==> config.mk <==
export PLATFORM = sky130hd
export DESIGN_NAME = cpcr_isqrt
export DESIGN_NICKNAME = d
export VERILOG_FILES = /design/src/design/cpcr_isqrt.sv
export SDC_FILE = /design/constraint.sdc
export NUM_CORES = 2
export LEC_CHECK = 0
export BUFFER_PORTS_ARGS = -buffer_cell sky130_fd_sc_hd__buf_4
export CAP_MARGIN = 20
export CORE_MARGIN = 2
export CORE_UTILIZATION = 45
export DETAILED_ROUTE_END_ITERATION = 6
export GPL_TIMING_DRIVEN = 0
export PLACE_DENSITY_LB_ADDON = 0.05
export SLEW_MARGIN = 10
export SYNTH_ARGS = -nofsm -noshare
export SYNTH_HDL_FRONTEND = slang
export SYNTH_MEMORY_MAX_BITS = 65536
export SYNTH_SLANG_ARGS = --single-unit
==> constraint.sdc <==
create_clock -name clk -period 3.9 [get_ports clk]
set_input_delay 0.585 -clock clk [delete_from_list [all_inputs] [get_ports clk]]
set_output_delay 0.585 -clock clk [all_outputs]
set_load 0.02 [all_outputs]
==> src/design/cpcr_isqrt.sv <==
// ----------------------------------------------------------------------------
// cpcr_isqrt
// Pipelined integer square root of a 63-bit value, one result bit per stage.
// ----------------------------------------------------------------------------
module cpcr_isqrt #(
	parameter int unsigned SB_W = 8
) (
	input  logic            clk,
	input  logic            arst_n,
	input  logic            en,
	input  logic            in_vld,
	input  logic [62:0]     in_rad,
	input  logic [SB_W-1:0] in_sb,
	output logic            out_vld,
	output logic [31:0]     out_root,
	output logic [SB_W-1:0] out_sb
);

	localparam int unsigned STEPS = 32;

	logic            vld_s  [STEPS];
	logic [62:0]     rem_s  [STEPS];
	logic [63:0]     root_s [STEPS];
	logic [SB_W-1:0] sb_s   [STEPS];

	genvar k;
	generate
		for (k = 0; k < STEPS; k++) begin : g_step
			localparam logic [63:0] BIT = 64'd1 << (62 - 2 * k);
			logic            v_in;
			logic [62:0]     r_in;
			logic [63:0]     q_in;
			logic [SB_W-1:0] b_in;
			logic [63:0]     trial;
			logic [62:0]     r_nx;
			logic [63:0]     q_nx;

			if (k == 0) begin : g_first
				assign v_in = in_vld;
				assign r_in = in_rad;
				assign q_in = '0;
				assign b_in = in_sb;
			end else begin : g_next
				assign v_in = vld_s[k-1];
				assign r_in = rem_s[k-1];
				assign q_in = root_s[k-1];
				assign b_in = sb_s[k-1];
			end

			always_comb begin
				trial = q_in + BIT;
				if ({1'b0, r_in} >= trial) begin
					r_nx = r_in - trial[62:0];
					q_nx = (q_in >> 1) + BIT;
				end else begin
					r_nx = r_in;
					q_nx = q_in >> 1;
				end
			end

			always_ff @(posedge clk or negedge arst_n) begin
				if (!arst_n) begin
					vld_s[k] <= 1'b0;
				end else if (en) begin
					vld_s[k] <= v_in;
				end
			end

			always_ff @(posedge clk) begin
				if (en) begin
					rem_s[k]  <= r_nx;
					root_s[k] <= q_nx;
					sb_s[k]   <= b_in;
				end
			end
		end
	endgenerate

	assign out_vld  = vld_s[STEPS-1];
	assign out_root = root_s[STEPS-1][31:0];
	assign out_sb   = sb_s[STEPS-1];

endmodule

==> run summary <==
The H-tree was split into 5 levels. For this run, the slowest stage of the critical path takes 670 ps. Global routing used 21.9% of the available tracks. Setup violations remaining at the end of the flow were counted as 0. The number of fill cells in the layout was 24.1k; the final number of hold-violating endpoints was 0. The capturing element of the worst setup path is rem_s[4][59]. The run gives 0 as the max-slew violation count. The start point of the worst hold path was en. In the synthesized netlist the dominant register cell turns out to be sky130_fd_sc_hd__edfxtp_1.

Leaving out fill and tap cells, the most frequent cell in the layout is sky130_fd_sc_hd__edfxtp_1. Via count of the first global-routing pass: 78.4k. In this run the worst hold path is classified as primary input to flop. The initial antenna violation count came out at 15. For the final database, setup skew stands at 57.9 ps. The proportion of layout cells with a drive suffix above 1 was 10.1%; the period utilization was 99.8%.

When the netlist entered floorplanning its net count stood at 10.4k. The worst path needs 3890 ps of the cycle, external delays included. The total overflow left after global routing is 0. Leaving out fill and tap cells, the most frequent cells in the layout are sky130_fd_sc_hd__edfxtp_1 (2737), sky130_fd_sc_hd__nor2_1 (710), sky130_fd_sc_hd__inv_1 (696).

The launching element of the worst setup path was root_s[0][1003]. The tools report the startpoint class of the critical path as a flop. The core outline area is 283000 um2, and the post-synthesis cell area is 128000 um2. The analysis attributes to cell leakage a power of 55.0 nW. Yosys mapped the design onto 104 distinct sky130hd cell types. The run gives 64.8% as the register area share after synthesis. Total power for the finished layout comes to 88.8 mW. Synthesis produced 9780 cells.

The logs give 4 for the number of buffers on the longest clock path and 4610 ps for the data required time at the worst endpoint. In this run, synthesis inferred 2737 flip-flops with an integrated enable. During I/O placement, the number of pins put on the boundary was 116. For the final routed database, the setup TNS stands at 0 ps.

The slowest stage of the critical path belongs to the cell sky130_fd_sc_hd__or4_1. By area the synthesized netlist is led by sky130_fd_sc_hd__edfxtp_1 (64%), sky130_fd_sc_hd__ha_1 (5.4%), sky130_fd_sc_hd__xnor2_1 (3.0%), sky130_fd_sc_hd__xor2_1 (2.8%), sky130_fd_sc_hd__a21oi_1 (2.6%). Setup repair after global routing could not meet its margin everywhere. After clock tree synthesis, the clock-pin slew on the worst setup and hold paths is 60 ps.

Across the run, the number of max-cap violations was 0. Layout net count: 11.0k. The logs give 8.16 ps for the worst setup margin and 148 ps for the worst slack on hold paths.

sky130_fd_sc_hd__edfxtp_1 takes more of the synthesized area than any other cell. Number of DRC violations after detailed-routing iteration 0: 6787. OpenSTA, run right after detailed placement, puts the worst setup slack at -1880 ps. The peak fanout along the critical path was 7; the die outline width was 538 um.

Counting the buffers created by CTS gives 309. At the pin with the least slew margin, the transition time is 1070 ps. The logs give 910 ps for the clock network latency to the later pin of the worst-skew pair and 257 MHz for the fmax.

Routability-driven placement finished with a final weighted congestion of 0.891. The critical path goes through inv_1, ha_1, and3_1, nand3_1, or4_1, or3_1, o2111a_1, or2_2, a2111oi_1, xor2_1. For the count of yosys warnings during synthesis, the log shows 0. Once the floorplan was initialized, standard cells occupied 45.3% of the core. Clock tree synthesis found a total of 2769 sinks. The worst setup path is of the flop to flop kind. VDD sags by at most 0.000387 V. Once detailed placement completed, the half-perimeter wirelength came to 237000 um. The endpoint identified for the worst register-to-register timing path is rem_s[4][59]. The flow ran to the end, and the final reports show no timing, DRC or antenna violations. In the routed design, unresolved DRC markers number 0. In this run the remaining antenna-violating nets after routing total 0.

The mean instance size in the synthesized netlist is 13.1 um2, and the signed area change from the synthesized netlist to the final layout is 14.7%. The overall die area came out at 289000 um2. Counting buffers and inverters, the worst setup path is 10 cells deep. The register-to-register setup slack came out at 8 ps. Before antenna repair, the detailed router went through 6 iterations.

On the critical path the largest part of the delay comes from simple AND/OR/NAND/NOR gates. Pin count of the biggest net entering global routing: 181. After detailed routing, the number of vias per cell comes to 5.57.

The synthesized design devotes to its leading area cell type 64.2% of total area. The total number of vias came out at 80.0k. The power per cell area was 604 nW/um2. In the synthesized netlist the async set-or-reset flop fraction comes to 1.16%.

The combined area of the multi-input logic cells was 42700 um2. For the worst flop-to-flop path, the logic depth is 10. In this run the clock root is driven by a sky130_fd_sc_hd__clkbuf_16. The run gives 4600 ps as the worst endpoint data arrival time. STA classifies the critical path endpoint as a flop. The number of buffers and inverters on the critical path works out to 1. The floorplan has 195 rows. Synthesized flop and latch total: 2769. Dividing the detail-routed wire length by the instance count gives 22.4 um. The global-route wire length before repair was 487000 um.

Summed over all layers, the routed wires come to 322000 um. The height of the die is 538 um, and the count of input and output buffers is 114. Relative slew slack: 26.9%. Total area of sequential cells: 83000 um2. TritonCTS built the clock tree. The worst register-to-register path begins at root_s[0][1003].
metal layers:
metal | vias to the layer above | GRT usage (%) | routed length [um]
met5 | - | 0 | 0
met4 | 0 | 5.76 | 8050
met3 | 481 | 2.67 | 14600
met2 | 1902 | 35.1 | 149000
met1 | 39600 | 31.7 | 151000
li1 | 38000 | - | -
synth_stat cells, drive strengths merged, types with 31 or more instances:
master and instances:
edfxtp 2737, nor2 715, inv 702, a21oi 677
ha 556, nand2 481, xnor2 445, xor2 407
o21ai 352, nor4 320, a21o 258, nor3 251
nand4 166, clkbuf 164, nand3 153, mux2 127
nand2b 107, or3 91, o21a 79, nor2b 71
or4 68, a211oi 53, nor4b 53, o211ai 52
o21bai 48, and3 47, a31oi 46, o31ai 45
nand3b 35, or2 34, buf 33, dfrtp 32
a2111oi 31, and2 31
kinds of logic (layout without fill, tap and decap cells):
family | count (synthesis) | after routing | share of synthesized area [%]
buffers and inverters | 900 | 1718 | 2.67
AND/OR/NAND/NOR | 2736 | 2736 | 11.1
other | 1 | 15 | 0.00293
XOR/XNOR | 852 | 852 | 5.83
flip-flops | 2769 | 2769 | 64.8
adder cells (fa/ha/maj) | 557 | 557 | 5.45
multiplexers | 135 | 135 | 1.18
AO/OA/AOI/OAI | 1830 | 1830 | 8.97
cell type report:
class	instances	area share [%]
multi-input cells	6111	29.1
well taps	3743	3.19
clock buffers	367	5.51
plain buffers	183	0.612
flip-flops and latches	2769	56.5
clock inverters	185	1.50
inverters	703	1.80
repair buffers	280	1.81
diodes	14	0.0239
worst min-delay path by stage:
stage               slack (ps)  cells past startpoint              end
floorplan                  290                      0  g_step[10].v_in
global placement           400                      0       sb_s[6][6]
detailed placement         400                      0       sb_s[1][1]
CTS                         80                      1       sb_s[0][4]
global route               120                      1       sb_s[0][4]
finish                     150                      1       sb_s[0][4]
sequential cells by signal (all words and copies together), names as in the netlist:
| signal | flops |
|---|---|
| g_step.v_in | 31 |
| sb_s | 256 |
| rem_s | 1953 |
| out_vld | 1 |
| root_s | 528 |
power breakdown:
part           leakage, nW  switching [mW]  internal (mW)
clock network         4.99            12.1           17.4
logic                 23.2            10.9           7.54
registers             26.8            3.06           37.8
total                 55.0            26.0           62.8
repair_timing:
action,CTS,global route
pin swaps,26,33
gates cloned,0,2
hold buffers,73,0
endpoints found under the hold margin,104,0
endpoints found under the setup margin,557,404
gates resized for setup,159,131
buffers inserted,42,26
through the flow:
stage               instances  area, um2  util [%]
CTS                     14300     146000      51.7
detailed placement      13700     134000      47.5
finish                  14400     147000      51.9
global route            14300     147000      51.9
global placement        13600     134000      47.3
floorplan                9780     128000         -
No activity file was read; power rests on OpenSTA's default activity.
