File: src/design/cpcr_divider.sv
// ----------------------------------------------------------------------------
// cpcr_divider
// Two-lane pipelined restoring divider for the unit normal: q = num*2^F/den,
// one quotient bit per stage, for num not above den.
// ----------------------------------------------------------------------------
module cpcr_divider #(
	parameter int unsigned FRAC_BITS = 16,
	parameter int unsigned SB_W      = 8
) (
	input  logic               clk,
	input  logic               arst_n,
	input  logic               en,
	input  logic               in_vld,
	input  logic [30:0]        num_x,
	input  logic [30:0]        num_y,
	input  logic [30:0]        den,
	input  logic [SB_W-1:0]    in_sb,
	output logic               out_vld,
	output logic [FRAC_BITS:0] quo_x,
	output logic [FRAC_BITS:0] quo_y,
	output logic [SB_W-1:0]    out_sb
);

	localparam int unsigned STEPS = FRAC_BITS + 1;

	logic               vld_s [STEPS];
	logic [30:0]        den_s [STEPS];
	logic [30:0]        rem_s [STEPS][2];
	logic [FRAC_BITS:0] quo_s [STEPS][2];
	logic [SB_W-1:0]    sb_s  [STEPS];

	genvar j;
	generate
		for (j = 0; j < STEPS; j++) begin : g_step
			logic               v_in;
			logic [30:0]        d_in;
			logic [30:0]        r_in [2];
			logic [FRAC_BITS:0] q_in [2];
			logic [SB_W-1:0]    b_in;
			logic [31:0]        shf  [2];
			logic [30:0]        r_nx [2];
			logic [FRAC_BITS:0] q_nx [2];

			if (j == 0) begin : g_first
				assign v_in    = in_vld;
				assign d_in    = den;
				assign r_in[0] = num_x;
				assign r_in[1] = num_y;
				assign q_in[0] = '0;
				assign q_in[1] = '0;
				assign b_in    = in_sb;
			end else begin : g_next
				assign v_in    = vld_s[j-1];
				assign d_in    = den_s[j-1];
				assign r_in[0] = rem_s[j-1][0];
				assign r_in[1] = rem_s[j-1][1];
				assign q_in[0] = quo_s[j-1][0];
				assign q_in[1] = quo_s[j-1][1];
				assign b_in    = sb_s[j-1];
			end

			always_comb begin
				for (int l = 0; l < 2; l++) begin
					// first step takes the integer bit without a shift
					shf[l]  = (j == 0) ? {1'b0, r_in[l]} : {r_in[l], 1'b0};
					q_nx[l] = q_in[l];
					if (shf[l] >= {1'b0, d_in}) begin
						r_nx[l] = 31'(shf[l] - {1'b0, d_in});
						q_nx[l][FRAC_BITS-j] = 1'b1;
					end else begin
						r_nx[l] = shf[l][30:0];
					end
				end
			end

			always_ff @(posedge clk or negedge arst_n) begin
				if (!arst_n) begin
					vld_s[j] <= 1'b0;
				end else if (en) begin
					vld_s[j] <= v_in;
				end
			end

			always_ff @(posedge clk) begin
				if (en) begin
					den_s[j]    <= d_in;
					rem_s[j][0] <= r_nx[0];
					rem_s[j][1] <= r_nx[1];
					quo_s[j][0] <= q_nx[0];
					quo_s[j][1] <= q_nx[1];
					sb_s[j]     <= b_in;
				end
			end
		end
	endgenerate

	assign out_vld = vld_s[STEPS-1];
	assign quo_x   = quo_s[STEPS-1][0];
	assign quo_y   = quo_s[STEPS-1][1];
	assign out_sb  = sb_s[STEPS-1];

endmodule

File: config.mk
export PLATFORM = sky130hd
export DESIGN_NAME = cpcr_divider
export DESIGN_NICKNAME = d
export VERILOG_FILES = /design/src/design/cpcr_divider.sv
export SDC_FILE = /design/constraint.sdc
export NUM_CORES = 2
export LEC_CHECK = 0
export BUFFER_PORTS_ARGS = -buffer_cell sky130_fd_sc_hd__buf_2
export CORE_ASPECT_RATIO = 1.25
export CORE_MARGIN = 10
export CORE_UTILIZATION = 54
export CTS_BUF_LIST = sky130_fd_sc_hd__clkbuf_8
export CTS_CLUSTER_SIZE = 40
export DETAILED_ROUTE_END_ITERATION = 7
export PLACE_DENSITY = 0.79
export SYNTH_ARGS = -nofsm -noshare
export SYNTH_HDL_FRONTEND = slang
export SYNTH_SLANG_ARGS = --single-unit
File: constraint.sdc
create_clock -name clk -period 4.7 [get_ports clk]
set_input_delay 0.705 -clock clk [delete_from_list [all_inputs] [get_ports clk]]
set_output_delay 0.705 -clock clk [all_outputs]
set_load 0.005 [all_outputs]
==> flow_summary.yaml <==
critical_path:
  required_ns: 5.44
  crit_chain: "ha_1 > and2_1 > a221o_1 > or2_1 > a221o_1 > o311ai_4 > buf_4 > a311oi_1 > a311o_1 > a2111oi_2 > buf_4 > nor3_1 > xor2_1 > mux2_2"
  r2r_end: "rem_s[10][27]"
  crit_cells: 14
  r2r_cells: 14
  rr_startpoint: "rem_s[9][3]"
  end_kind: "flop"
  cp_max_fo: 4
  critical_path_buf_inv_count: 2
  crit_path_start_kind: "flop"
  max_stage_delay_ns: 0.50
  critPathKind: "reg -> reg"
  critPathTopFamily: "compound AO/OA/AOI/OAI gates"
  ff2ff_setup_slack_ns: 0.19
  cp.arrival_ns: 5.25
  startpoint: "rem_s[9][3]"
  crit_end: "rem_s[10][27]"
  crit_slowest_cell: "a311o_1"
routing:
  first_iter_violations: 4712
  route.detailed.drc: 0
  viasPerCell: 5.951
  dr_total_vias: 88640
  wl_per_cell_um: 24.64
  dr.pass1.iters: 6
  postRouteWirelength_um: 367000
  drtAntennaViolNets: 0
synth:
  synth_warnings: 0
  yosysTopAreaCell: "edfxtp_1"
  synth_top_area_share_pct: 48.37
  synth_edf_count: 1930
  seq_area_frac_synth_pct: 48.72
  syn_area_per_cell_um2: 10.86
  synth_area_um2: 119800
  synthArstFlopShare_pct: 0.8731
  synth-main-ff-cell: "edfxtp_1"
  yosysMostFrequentCell: "edfxtp_1"
  synthesis.nets: 12220
  ys_types: 86
  synth_cells: 11030
  ys_ff_latch: 1947
  synth_common_cells: "1930 x edfxtp_1, 1107 x a21oi_1, 1052 x ha_1"
  synth.area.top_cells: "edfxtp_1 48%, ha_1 11%, a21oi_1 4.6%, xnor2_1 4.0%, mux2_2 3.6%"
pwr:
  p_per_area_nw_per_um2: 734.0
  ir_drop_mv: 0.3435
  power_leakage_nw: 55.67
  power_mw: 98.51
global_routing:
  grt_first_pass_wirelength_um: 539500
  antenna_found_initial: 7
  grt_overflow_total: 0
  grt_max_degree: 113
  grt_pass1_vias: 93310
  track_usage_pct: 29.53
sta:
  maxSlewViolCount: 0
  setup_tns_ns: 0
  setup_viol: 0
  hold_violations: 0
  clock_skew_ns: 0.06270
  slew_headroom_pct: 23.58
  period_needed_ns: 4.512
  worst_slew_pin_slew_ns: 1.129
  finalCritPeriodShare_pct: 95.99
  rsz0062_at_grt: "no"
  fmax_mhz: 221.6
placed_design:
  gp_congestion: 1.018
  place_inst: 14240
  hpwl_um: 297100
  io_buffers: 147
  dpl-instance-area_um2: 127200
finish:
  final_cells: 14890
  utilization_pct: 60.74
  fin_nets: 12910
  design_area_um2: 134200
  synthToLayoutAreaGrowth_pct: 12.01
  drive_gt1_share_pct: 12.18
floorplanning:
  ios: 148
  core_area_um2: 221000
  die_area_um2: 241300
  start_util_pct: 54.23
  fp.dieH_um: 546.7
  std_cell_rows: 193
  die_width_um: 441.3
cts:
  clk_latency_ns: 1.01
  cts_buffer_depth: 4
  cts_sinks: 1947
  htreeDepth: 5
  cts_buffers: 324
  cts-root-buf: "clkbuf_8"
  cts_tree: "yes"
  cts.clk_slew.worst_paths_ns: 0.07
run:
  drv_cap: 0
min_path:
  hold_path.class: "in -> reg"
outcome:
  status: "finished clean"
-- per-stage QoR --
stage	setup slack [ns]	hold WS, ns
after CTS	0.009284	0.001352
after global routing	0.01491	0.03654
after detailed placement	-0.2499	0.4045
final	0.1884	0.08241
after global placement	-0.2386	0.4002
after floorplan	0.7165	0.4003
-- repair_timing --
action                     CTS  global route
hold buffers                77             0
setup endpoints to repair    0            59
gates resized for setup      0            10
setup buffers                0             2
hold endpoints to repair    93             0
-- registers in the layout, summed over array words and instances, names as in the netlist --
register and cells:
den_s 496, g_step.v_in 16, out_vld 1, quo_s 306, rem_s 992, sb_s 136
-- worst min-delay path: stages --
cell	delay [ns]
buf_2	0.10
nand2_1	0.04
o21ai_0	0.07
-- cell type report --
type | count | area [µm²]
multi-input cells | 8034 | 57820
diodes | 8 | 20.02
clock inverters | 236 | 1600
well taps | 2925 | 3660
clock buffers | 329 | 4528
flip-flops and latches | 1947 | 58380
repair buffers | 638 | 5293
inverters | 777 | 2917
fillers | 17950 | 86740
-- cell families (layout without fill, tap and decap cells) --
kind of cell             count (synthesis)  after routing  share of synthesized area [%]
XOR/XNOR                               886            886                          6.476
buffers and inverters                 1048           1980                          3.303
AND/OR/NAND/NOR                       2411           2411                          9.490
flip-flops                            1947           1947                          48.72
other                                    0              8                              0
adder cells (fa/ha/maj)               1084           1084                          11.52
multiplexers                           386            386                          3.620
AO/OA/AOI/OAI                         3267           3267                          16.87
-- worst min path at each step --
stage | from | endpoint | slack (ns) | cells past startpoint
after floorplan | quo_s[9][10] | quo_s[10][10] | 0.40 | 0
after global placement | sb_s[9][2] | sb_s[10][2] | 0.40 | 0
after detailed placement | quo_s[10][33] | quo_s[11][33] | 0.40 | 0
after CTS | num_x[8] | rem_s[0][39] | 0.001 | 3
after global routing | num_y[2] | rem_s[0][2] | 0.04 | 2
final | num_x[10] | rem_s[0][41] | 0.08 | 3
-- where the power goes --
| group | leakage (nW) | internal [mW] | switching [mW] |
|---|---|---|---|
| logic | 33.3 | 22.3 | 30.6 |
| clock network | 3.34 | 7.64 | 7.05 |
| registers | 19.1 | 27.1 | 3.79 |
-- layout by cell type, fill, tap and decap left out, types with 24 or more instances in the layout --
master	Yosys	final
o211ai_1	37	37
fa_1	32	32
ha_1	1052	1052
nand2_1	723	723
inv_1	777	842
and3_1	88	88
nor4_1	28	24
nand2b_1	116	116
nor2b_1	131	131
dlygate4sd3_1	0	77
buf_12	0	52
nand3_1	173	168
o21bai_1	168	167
clkinv_2	0	47
o21ai_0	743	739
a211o_1	25	24
clkbuf_8	0	329
xnor2_1	545	545
nand4_1	139	139
a21oi_1	1107	1107
mux2_2	379	379
o31ai_1	55	52
buf_2	18	146
nor2_1	692	692
or3_1	31	31
clkinv_1	0	75
and4_1	28	27
a211oi_1	82	81
a21o_1	549	548
o21a_1	136	135
or2_2	29	29
xor2_1	341	341
edfxtp_1	1930	1930
nor3_1	123	123
and2_1	46	46
buf_4	0	361
a31oi_1	102	99
-- layer usage --
| layer | up-vias | part of all wire (%) | GRT usage (%) |
|---|---|---|---|
| li1 | 42290 | - | - |
| met1 | 42140 | 29 | 22.93 |
| met2 | 2723 | 55 | 58.07 |
| met3 | 1486 | 3.3 | 3.917 |
| met4 | 0 | 13 | 31.78 |
| met5 | - | 0 | 0 |
Power figures use the tool's default switching activity.
