--- src/design/cpcr_pkg.sv ---
// ----------------------------------------------------------------------------
// cpcr_pkg
// Shared types, register codes and helpers for the circle pair collision
// resolve core.
// ----------------------------------------------------------------------------
package cpcr_pkg;

	localparam int unsigned POS_W  = 32;
	localparam int unsigned RSUM_W = 31;
	localparam int unsigned ADDR_W = 4;
	localparam int unsigned DATA_W = 32;

	typedef enum logic [1:0] {
		REG_CONTACT_EPS    = 2'd0,
		REG_DAMPING        = 2'd1,
		REG_DIFFUSION_RATE = 2'd2,
		REG_FIRE_ENABLE    = 2'd3
	} reg_idx_t;

	localparam logic [1:0] OUT_COINCIDENT = 2'd0;
	localparam logic [1:0] OUT_NO_OVERLAP = 2'd1;
	localparam logic [1:0] OUT_RESOLVED   = 2'd2;

	typedef struct packed {
		logic [15:0] contact_eps;
		logic [15:0] damping;
		logic [16:0] diffusion_rate;
		logic        fire_enable;
	} cfg_t;

	typedef struct packed {
		logic signed [POS_W-1:0] pos_a_x;
		logic signed [POS_W-1:0] pos_a_y;
		logic signed [POS_W-1:0] prev_a_x;
		logic signed [POS_W-1:0] prev_a_y;
		logic signed [POS_W-1:0] pos_b_x;
		logic signed [POS_W-1:0] pos_b_y;
		logic signed [POS_W-1:0] prev_b_x;
		logic signed [POS_W-1:0] prev_b_y;
		logic [RSUM_W-1:0]       radius_sum;
		logic [1:0]              fixed_flags;
		logic signed [POS_W-1:0] temp_a;
		logic signed [POS_W-1:0] temp_b;
	} item_t;

	// geometry carried alongside the square root
	typedef struct packed {
		item_t              item;
		logic               sx;
		logic               sy;
		logic [30:0]        ax;
		logic [30:0]        ay;
		logic               coinc;
		logic               far;
		logic signed [32:0] gap;
	} geo_t;

	// contact data carried alongside the normal divider
	typedef struct packed {
		item_t              item;
		logic               sx;
		logic               sy;
		logic [30:0]        overlap;
		logic               coinc;
		logic               resolve;
		logic signed [32:0] gap;
	} cont_t;

	function automatic logic signed [31:0] sat32(input logic signed [36:0] v);
		if (v > 37'sd2147483647)
			return 32'sh7FFFFFFF;
		else if (v < -37'sd2147483648)
			return 32'sh80000000;
		else
			return v[31:0];
	endfunction

endpackage

--- src/design/cpcr_regs.sv ---
// ----------------------------------------------------------------------------
// cpcr_regs
// APB-style configuration registers of the collision resolve core.
// ----------------------------------------------------------------------------
module cpcr_regs (
	input  logic                          clk,
	input  logic                          arst_n,
	input  logic                          psel,
	input  logic                          penable,
	input  logic                          pwrite,
	input  logic [cpcr_pkg::ADDR_W-1:0]   paddr,
	input  logic [cpcr_pkg::DATA_W-1:0]   pwdata,
	output logic [cpcr_pkg::DATA_W-1:0]   prdata,
	output logic                          pready,
	output cpcr_pkg::cfg_t                cfg
);

	cpcr_pkg::cfg_t     cfg_q;
	cpcr_pkg::reg_idx_t idx;
	logic               wr;

	assign idx    = cpcr_pkg::reg_idx_t'(paddr[3:2]);
	assign wr     = psel && penable && pwrite && pready;
	assign pready = 1'b1;
	assign cfg    = cfg_q;

	always_ff @(posedge clk or negedge arst_n) begin
		if (!arst_n) begin
			cfg_q.contact_eps    <= 16'd66;
			cfg_q.damping        <= 16'd32440;
			cfg_q.diffusion_rate <= 17'd6554;
			cfg_q.fire_enable    <= 1'b0;
		end else if (wr) begin
			case (idx)
				cpcr_pkg::REG_CONTACT_EPS:    cfg_q.contact_eps    <= pwdata[15:0];
				cpcr_pkg::REG_DAMPING:        cfg_q.damping        <= pwdata[15:0];
				cpcr_pkg::REG_DIFFUSION_RATE: cfg_q.diffusion_rate <= pwdata[16:0];
				cpcr_pkg::REG_FIRE_ENABLE:    cfg_q.fire_enable    <= pwdata[0];
				default: ;
			endcase
		end
	end

	always_comb begin
		case (idx)
			cpcr_pkg::REG_CONTACT_EPS:    prdata = {16'd0, cfg_q.contact_eps};
			cpcr_pkg::REG_DAMPING:        prdata = {16'd0, cfg_q.damping};
			cpcr_pkg::REG_DIFFUSION_RATE: prdata = {15'd0, cfg_q.diffusion_rate};
			cpcr_pkg::REG_FIRE_ENABLE:    prdata = {31'd0, cfg_q.fire_enable};
			default:                      prdata = '0;
		endcase
	end

endmodule

--- config.mk ---
export PLATFORM = sky130hd
export DESIGN_NAME = cpcr_regs
export DESIGN_NICKNAME = d
export VERILOG_FILES = /design/src/design/cpcr_pkg.sv /design/src/design/cpcr_regs.sv
export SDC_FILE = /design/constraint.sdc
export NUM_CORES = 1
export LEC_CHECK = 0
export BUFFER_PORTS_ARGS = -buffer_cell sky130_fd_sc_hd__buf_2
export CELL_PAD_IN_SITES_DETAIL_PLACEMENT = 0
export CELL_PAD_IN_SITES_GLOBAL_PLACEMENT = 2
export CORE_MARGIN = 2
export CORE_UTILIZATION = 30
export DETAILED_ROUTE_END_ITERATION = 8
export PLACE_DENSITY_LB_ADDON = 0.12
export SYNTH_ARGS = -nofsm -noshare
export SYNTH_HDL_FRONTEND = slang
export SYNTH_SLANG_ARGS = --single-unit
--- constraint.sdc ---
create_clock -name clk -period 2.87 [get_ports clk]
set_clock_uncertainty 0.15 [all_clocks]
set_input_delay 0 -clock clk [delete_from_list [all_inputs] [get_ports clk]]
set_output_delay 0 -clock clk [all_outputs]
set_load 0.05 [all_outputs]
==> results_dict.tcl <==
set metrics [dict create \
    relSlewSlack 0.303 \
    vias 1796 \
    drt_iter0_drc 44 \
    cts.htree.levels 2 \
    rsz0062_at_grt "false" \
    slew_violations 0 \
    dr.pass1.iters 4 \
    switching_share 0.483 \
    drt-total-wl_um 5980 \
    clock_latency_ps 290 \
    grt.total_usage 0.139 \
    synth_seq_area_share 0.521 \
    gp_congestion 0.666 \
    power_leakage_uw 0.00160 \
    clkTransAtPathRegs_ps 80 \
    antenna_found_initial 0 \
    dieWidth_um 94.3 \
    tightest_slew_ps 1050 \
    grt_overflow_total 0 \
    rows 32 \
    grt_max_degree 48 \
    ys.warnings.count 0 \
    outcome "completed" \
    ant_nets 0 \
    grt_pass1_wl_um 9390 \
    pwr-share-clk 0.141 \
    setup_violations 0 \
    required_ps 2720 \
    dp_hpwl_um 4160 \
    cts_sinks 50 \
    areaGrowthSynthToFinish_pct 32.0 \
    tritoncts "done" \
    pin_count 124 \
    cts_buffer_depth 2 \
    tns_ps 0 \
    whs_ps 98.0 \
    p_int_uw 1440 \
    n_fill_cell 788 \
    irDropWorstVdd_mv 0.325 \
    report.final.hold_viol_count 0 \
    syn_area_per_cell_um2 13.4 \
    switchingPower_uw 1350 \
    final_core_util 0.413 \
    ys_seq_elements 50 \
    postCtsSetupBuffers 0 \
    fin_crit_sh 0.586 \
    cp_max_fo 21 \
    grt_pass1_vias 1671 \
    largest_register_ff_count 50 \
    core_area_um2 7810 \
    critPathCaptureType "output pin" \
    numCtsBuffers 5 \
    die_area_um2 8890 \
    hold_path_class "in2reg" \
    routedWlPerCell_um 15.0 \
    drc 0 \
    syn_area_um2 2440 \
    p_seq_frac 0.373 \
    hold_depth 4 \
    clock.fmax_mhz 595 \
    p_per_area_nw_per_um2 865 \
    synth_cell_types 21 \
    die_h_um 94.3 \
    cp-start-kind "input pin" \
    worstPathArrival_ps 1530 \
    via_per_inst 4.51 \
    syn_inst 182 \
    rr_worst_depth 1 \
    drive_above_1_share 0.601 \
    root_buffer "clkbuf_8" \
    layout.nets 336 \
    worstSetupPathType "in2out" \
    initial_core_util 0.313 \
    max-cap-violations 0 \
    p_comb_frac 0.487 \
    portBuffers 90 \
    insertedDiodeCount 0 \
    fin_crit_ps 1680 \
]
[area by class of cell]
type	count	area, um2	area share
Sequential cell	50	1270	0.395
Timing Repair Buffer	118	706	0.219
Multi-Input combinational cell	120	1040	0.322
Tap cell	102	128	0.0396
Clock buffer	8	80.1	0.0248
[worst paths after layout]
check | start | endpoint | slack, ps
hold reg to reg | cfg[39]$_DFFE_PN0P_ | cfg[39]$_DFFE_PN0P_ | 390
hold / removal | penable | cfg[0]$_DFFE_PN0P_ | 100
setup / recovery | paddr[3] | prdata[10] | 1190
min in group asynchronous | arst_n | cfg[41]$_DFFE_PN0P_ | 260
setup reg to reg | cfg[0]$_DFFE_PN0P_ | cfg[0]$_DFFE_PN0P_ | 1930
max in group asynchronous | arst_n | cfg[27]$_DFFE_PN1P_ | 1560
[cells in the mapped netlist, drive strengths merged]
master	count	area share
clkbuf	3	0.0046
or3b	1	0.0036
nor2	1	0.0015
nor3	1	0.0041
dfrtp	31	0.32
nand3	1	0.0041
dfstp	19	0.20
conb	2	0.0031
and2	1	0.0026
nand2	16	0.025
mux2	50	0.25
buf	23	0.076
mux2i	15	0.061
o21ai	15	0.031
nor3b	1	0.0051
nor2b	1	0.0026
mux4	1	0.0092
[logic make-up (layout without fill, tap and decap cells)]
family / after synthesis / after routing / synth area share
multiplexers: 66 / 66 / 0.316
AO/OA/AOI/OAI: 15 / 15 / 0.0307
other: 2 / 16 / 0.00307
AND/OR/NAND/NOR: 23 / 23 / 0.0481
buffers and inverters: 26 / 126 / 0.0803
flip-flops: 50 / 50 / 0.521
[power groups by stage]
| stage | Clock (uW) | Sequential [uW] | Combinational (uW) |
|---|---|---|---|
| 2_1_floorplan | 0 | 1630 | 480 |
| 3_3_place_gp | 0 | 1060 | 1350 |
| 3_5_place_dp | 0 | 1060 | 1350 |
| 4_1_cts | 412 | 1050 | 1370 |
| 5_1_grt | 445 | 1070 | 1420 |
| 6_report | 392 | 1040 | 1360 |
[worst max-delay path, cell delays in order]
cell     delay [ps]
buf_2           380
nor2b_1         380
buf_4           290
nand2_1          70
o21ai_0          90
buf_2           300
[per-stage QoR]
step                      worst slack, ps  total power [uW]  std cells  instance area (um2)
after CTS                            1140              2830        398                 3230
after detailed placement             1100              2410        372                 2970
after floorplan                       820              2110        196                 2500
final                                1190              2790        398                 3230
after global routing                 1080              2930        398                 3230
after global placement               1110              2400        372                 2970
[metal layers]
layer | vias up | track usage | share of wire
met4 | 0 | 0.0399 | 0.011
met2 | 62 | 0.212 | 0.46
li1 | 835 | - | -
met5 | - | 0 | 0
met1 | 892 | 0.200 | 0.47
met3 | 7 | 0.0273 | 0.055
[timing repair]
item | in CTS | in global routing
hold endpoints to repair | 81 | 0
resized for setup | 0 | 0
hold buffers | 18 | 0
[cell usage in the layout, fill, tap and decap left out]
cell type      instances
nor2b_1                1
dfstp_2               19
mux4_2                 1
dlygate4sd3_1         18
nor3_4                 1
dfrtp_1               31
o21ai_0               15
nand3_2                1
mux2i_1               15
and2_1                 1
buf_4                 10
buf_2                 90
nor3b_4                1
clkbuf_1               3
clkbuf_8               5
nor2_1                 1
mux2_4                10
nand2_1               16
or3b_1                 1
mux2_2                40
conb_1                16
Power figures use the tool's default switching activity.
